--- config.mk ---
export PLATFORM = sky130hd
export DESIGN_NAME = dlg_div
export DESIGN_NICKNAME = d
export VERILOG_FILES = /design/src/design/dlg_pkg.sv /design/src/design/dlg_div.sv
export SDC_FILE = /design/constraint.sdc
export NUM_CORES = 1
export LEC_CHECK = 0
export BUFFER_PORTS_ARGS = -buffer_cell sky130_fd_sc_hd__buf_2
export CAP_MARGIN = 20
export CORE_MARGIN = 8
export CORE_UTILIZATION = 45
export DETAILED_ROUTE_END_ITERATION = 10
export GPL_ROUTABILITY_DRIVEN = 0
export PLACE_DENSITY_LB_ADDON = 0.15
export RECOVER_POWER = 25
export SYNTH_ARGS = -nofsm -noshare
export SYNTH_HDL_FRONTEND = slang
export SYNTH_SLANG_ARGS = --single-unit
export TNS_END_PERCENT = 5
--- constraint.sdc ---
create_clock -name aclk -period 3.5 [get_ports aclk]
set_clock_uncertainty 0.15 [all_clocks]
set_input_delay 0.7 -clock aclk [delete_from_list [all_inputs] [get_ports aclk]]
set_output_delay 0.7 -clock aclk [all_outputs]
set_load 0.05 [all_outputs]
--- src/design/dlg_pkg.sv ---
`default_nettype none

package dlg_pkg;

    localparam int FREQ_W    = 22;
    localparam int VOLT_W    = 11;
    localparam int CNT_W     = 32;
    localparam int GOV_W     = 3;
    localparam int LOAD_W    = 7;
    localparam int CMD_W     = 2;
    localparam int CFG_IDX_W = 1;

    // multiplier: frequency operand times a small factor (load or voltage span)
    localparam int MUL_B_W    = 9;
    localparam int PROD_W     = FREQ_W + MUL_B_W;
    localparam int DIV_STEPS  = PROD_W;
    localparam int DIV_CNT_W  = $clog2(DIV_STEPS);

    // divide by 100 as a multiply by ceil(2^36 / 100), exact for dividends below 2^29
    localparam int IQ_IN_W     = FREQ_W + LOAD_W;
    localparam int RECIP_W     = 30;
    localparam int IQ_PROD_W   = IQ_IN_W + RECIP_W;
    localparam int RECIP_SHIFT = 36;
    localparam logic [RECIP_W-1:0] RECIP_100 = 30'd687194768;

    localparam logic [CMD_W-1:0] CMD_LOAD = 2'd0;
    localparam logic [CMD_W-1:0] CMD_GOV  = 2'd1;
    localparam logic [CMD_W-1:0] CMD_FREQ = 2'd2;
    localparam logic [CMD_W-1:0] CMD_NONE = 2'd3;

    localparam logic [GOV_W-1:0] GOV_PERF     = 3'd0;
    localparam logic [GOV_W-1:0] GOV_SAVE     = 3'd1;
    localparam logic [GOV_W-1:0] GOV_ONDEMAND = 3'd2;
    localparam logic [GOV_W-1:0] GOV_LAST     = 3'd4;

    localparam logic [CFG_IDX_W-1:0] CFG_MIN_FREQ = 1'b0;
    localparam logic [CFG_IDX_W-1:0] CFG_MAX_FREQ = 1'b1;

    localparam logic [LOAD_W-1:0]  LOAD_HI    = 7'd75;
    localparam logic [LOAD_W-1:0]  LOAD_LO    = 7'd25;
    localparam logic [VOLT_W-1:0]  VOLT_BASE  = 11'd850;
    localparam logic [MUL_B_W-1:0] VOLT_SPAN  = 9'd350;

    localparam logic [FREQ_W-1:0] RST_FREQ     = 22'd2400000;
    localparam logic [VOLT_W-1:0] RST_VOLT     = 11'd1050;
    localparam logic [FREQ_W-1:0] RST_MIN_FREQ = 22'd800000;
    localparam logic [FREQ_W-1:0] RST_MAX_FREQ = 22'd3600000;
    localparam logic [CNT_W-1:0]  RST_COUNT    = 32'd1;

    typedef enum logic [3:0] {
        S_IDLE,
        S_DECODE,
        S_IMUL,
        S_IDIV,
        S_IADD,
        S_APPLY,
        S_VMUL,
        S_VDSTART,
        S_VDWAIT,
        S_VOLT,
        S_OUT
    } state_t;

endpackage

`default_nettype wire

--- src/design/dlg_div.sv ---
`default_nettype none

module dlg_div (
    input  wire logic                             aclk,
    input  wire logic                             aresetn,
    input  wire logic                             start,
    input  wire logic [dlg_pkg::PROD_W-1:0]       num,
    input  wire logic [dlg_pkg::FREQ_W-1:0]       den,
    output logic                                  done,
    output logic [dlg_pkg::PROD_W-1:0]            quot
);

    logic [dlg_pkg::PROD_W-1:0]    num_reg, num_next;
    logic [dlg_pkg::FREQ_W-1:0]    rem_reg, rem_next;
    logic [dlg_pkg::FREQ_W-1:0]    den_reg;
    logic [dlg_pkg::DIV_CNT_W-1:0] cnt_reg, cnt_next;
    logic                          busy_reg, busy_next;
    logic                          done_reg, done_next;

    logic [dlg_pkg::FREQ_W:0]      shifted;
    logic [dlg_pkg::FREQ_W:0]      diff;
    logic                          fits;

    // one restoring step: shift in the next dividend bit, subtract if it fits
    always_comb begin
        shifted   = {rem_reg, num_reg[dlg_pkg::PROD_W-1]};
        diff      = shifted - {1'b0, den_reg};
        fits      = (shifted >= {1'b0, den_reg});
        rem_next  = rem_reg;
        num_next  = num_reg;
        cnt_next  = cnt_reg;
        busy_next = busy_reg;
        done_next = 1'b0;
        if (start) begin
            rem_next  = '0;
            num_next  = num;
            cnt_next  = '0;
            busy_next = 1'b1;
        end else if (busy_reg) begin
            rem_next = fits ? diff[dlg_pkg::FREQ_W-1:0] : shifted[dlg_pkg::FREQ_W-1:0];
            num_next = {num_reg[dlg_pkg::PROD_W-2:0], fits};
            cnt_next = cnt_reg + dlg_pkg::DIV_CNT_W'(1);
            if (cnt_reg == dlg_pkg::DIV_CNT_W'(dlg_pkg::DIV_STEPS - 1)) begin
                busy_next = 1'b0;
                done_next = 1'b1;
            end
        end
    end

    always_ff @(posedge aclk) begin
        if (!aresetn) begin
            busy_reg <= 1'b0;
            done_reg <= 1'b0;
            cnt_reg  <= '0;
        end else begin
            busy_reg <= busy_next;
            done_reg <= done_next;
            cnt_reg  <= cnt_next;
        end
    end

    always_ff @(posedge aclk) begin
        num_reg <= num_next;
        rem_reg <= rem_next;
        if (start) begin
            den_reg <= den;
        end
    end

    assign done = done_reg;
    assign quot = num_reg;

endmodule

`default_nettype wire

==> flow_summary.ini <==
[global_routing]
grt_usage = 0.152
grt_max_degree = 78
grt_first_pass_wirelength_um = 16300
overflow = 0
grt_pass1_vias = 3465
antenna_found_initial = 0

[cells_and_area]
layout_commonest_cell = buf_2
nets = 594
drive_above_1_share = 0.313
area_growth_pct = 17.3
nFillCells = 954
num_antenna_cells = 0
largest_reg_flops = 31
layout_common_cells = buf_2, edfxtp_1, nor2_1

[detailed_routing]
drt-initial-drc-count = 169
wl_met2_um = 4750
wl_um = 10000
m1WireLength_um = 4700
drc = 0
first_pass_iters = 4
vias = 3472
wl_per_cell_um = 15.3
dr_wl_met3_um = 412
routed.top_layer = met4
final_antenna_net_count = 0
viasPerCell = 5.31

[worst_setup_path]
crit_slowest_cell = a21boi_0
startpoint_type = flip-flop
critPathArrivalTime_ns = 3.17
rr_startpoint = quot[30]$_DFFE_PP_
slowest_delay_ns = 0.42
cp.required_ns = 3.51
crit_chain = inv_1, ha_1, inv_1, fa_1, a21oi_1, o211ai_1, a31o_2, a21boi_0, nor4bb_1, o41ai_1, a311oi_1
cp-end-kind = flip-flop
crit_buf_inv = 2
cp-startpoint = quot[30]$_DFFE_PP_
reg2reg_slack_ns = 0.34
path_max_fanout = 4
crit_type = reg -> reg
rr_endpoint = rem_reg[14]$_SDFFE_PP0P_
critical_path.top_delay_family = compound AO/OA/AOI/OAI gates
critPathCapture = rem_reg[14]$_SDFFE_PP0P_
ff2ff_path_depth = 11
path_common_cell = inv_1
crit_cells = 11

[power]
switching_share = 0.333
seqPwrFrac = 0.428
clockPowerShare = 0.285
power.switching_mw = 0.916
p_int_mw = 1.83
power.leakage_nw = 2.26
vdd_drop_max_v = 0.000235
p_comb_frac = 0.288
p_per_area_mw_per_mm2 = 511
power_mw = 2.75

[cts]
cts_resized = 0
clkTransAtPathRegs_ns = 0.09
cts_tree = yes
cts_buffer_depth = 2
post_cts_buffers = 0
cts_sinks = 82
holdBufCountCts = 0
h-tree-depth = 3
insertion_delay_ns = 0.36
numCtsBuffers = 9
root_buffer = clkbuf_8

[place]
dp_hpwl_um = 7160
io_buffers = 87
dpl_worst_slack_ns = 0.409

[logic_synthesis]
synth_area_mm2 = 0.00458
synth_area_leaders = edfxtp_1, dfxtp_1, mux2_2, ha_1, nor2_1
async_flop_share = 0
synth-xor-area-share = 0.0363
yosysTopAreaCellShare = 0.348
avgSynthCellArea_um2 = 10.7
synthMuxAreaShare = 0.0784
yosys_register_bits = 82
synth_flop_cell = edfxtp_1
synth_edf_count = 53
synth_cell_types = 59
netlist_instances = 429
synth_compound_area_frac = 0.164
synth_top_area_cell = edfxtp_1
synthAdderAreaFrac = 0.0699
synth_top_family_by_area = compound AO/OA/AOI/OAI gates
postSynthNetCount = 510
yosys.area_share.simple = 0.120
yosysWarnings = 0
yosysSeqAreaShare = 0.474

[status]
violations = capacitance limit, slew limit
status = complete, but fails checks

[sta]
timing.setup.tns_ns = 0
rsz0062_at_grt = false
fmax_mhz = 316
fin_ws_ns = 0.337
period_needed_ns = 3.16
worstMarginPinSlew_ns = 1.95
min_period_over_period = 0.904
setup_viol_count_final = 0
finalHoldViolCount = 0
slew_headroom = -0.298
slew_viol_final = 78

[die]
die_w_um = 117
rows = 37
dieArea_mm2 = 0.0137
core_area_mm2 = 0.0101
start_util = 0.454
die_h_um = 117
num_io_pins = 88

[flow_run]
cap_viol_max_count = 1

[min_path]
hold_path.class = reg -> reg
synthesized netlist by cell type (7+ instances only):
cell      instances
ha_1             24
nand4_1           9
dfxtp_1          29
nand2_1          41
clkbuf_1         14
o21ai_0          10
a21oi_1          20
inv_1            36
a311oi_2         10
nor2_1           44
edfxtp_1         53
nand3_1           7
xor2_1            8
mux2_2           31
xnor2_1          11
routing by layer:
layer  global-route usage  up-vias
li1                     -     1735
met1                0.201     1662
met2                0.230       64
met3               0.0400       11
met4               0.0614        0
met5                    0        -
worst reg2reg max path: cells and delay by family (launching register included):
kind	cells	cell delay, ns
AO/OA/AOI/OAI	6	1.60
flip-flops	1	0.41
adder cells (fa/ha/maj)	2	0.56
buffers and inverters	2	0.12
AND/OR/NAND/NOR	1	0.11
stage by stage:
step | instances | hold WS (ns) | cell area, um^2 | util
4_1_cts | 654 | 0.336 | 5390 | 0.534
5_1_grt | 654 | 0.331 | 5370 | 0.532
6_report | 654 | 0.353 | 5370 | 0.532
2_1_floorplan | 429 | 0.311 | 4580 | -
3_5_place_dp | 638 | 0.332 | 5170 | 0.512
3_3_place_gp | 638 | 0.329 | 5170 | 0.512
power by group through the flow:
stage	clock network (mW)	registers, mW	logic (mW)
5_1_grt	0.840	1.19	0.865
2_1_floorplan	0	1.33	0.470
3_5_place_dp	0	1.20	0.788
4_1_cts	0.804	1.18	0.791
3_3_place_gp	0	1.19	0.784
6_report	0.782	1.18	0.790
final cells by class:
| type | instances | area [um^2] | area share |
|---|---|---|---|
| Inverter | 36 | 135 | 0.0251 |
| Sequential cell | 82 | 2170 | 0.404 |
| Tap cell | 136 | 170 | 0.0317 |
| Clock buffer | 9 | 124 | 0.0231 |
| Timing Repair Buffer | 96 | 523 | 0.0973 |
| Clock inverter | 7 | 101 | 0.0189 |
| Multi-Input combinational cell | 288 | 2150 | 0.400 |
worst min path at each step:
stage	startpoint	end	slack, ns	cells after the start
6_report	cnt_reg[4]$_SDFFE_PP0P_	done$_SDFF_PP0_	0.35	2
5_1_grt	den[21]	den_reg[21]$_DFFE_PP_	0.33	1
4_1_cts	den[21]	den_reg[21]$_DFFE_PP_	0.34	1
3_5_place_dp	rem_reg[21]$_SDFFE_PP0P_	rem_reg[21]$_SDFFE_PP0P_	0.33	2
3_3_place_gp	rem_reg[21]$_SDFFE_PP0P_	rem_reg[21]$_SDFFE_PP0P_	0.33	2
2_1_floorplan	rem_reg[21]$_SDFFE_PP0P_	rem_reg[21]$_SDFFE_PP0P_	0.31	2
logic make-up (layout without fill, tap and decap cells):
| family | after synthesis | count (layout) |
|---|---|---|
| AOI/OAI and AO/OA | 91 | 91 |
| xor gates and xnor gates | 19 | 19 |
| adders and majority gates | 25 | 25 |
| buffers and inverters | 59 | 148 |
| DFF | 82 | 82 |
| muxes | 32 | 32 |
| and+or+nand+nor | 121 | 121 |
Note: power is estimated with default switching activity, not from simulation.
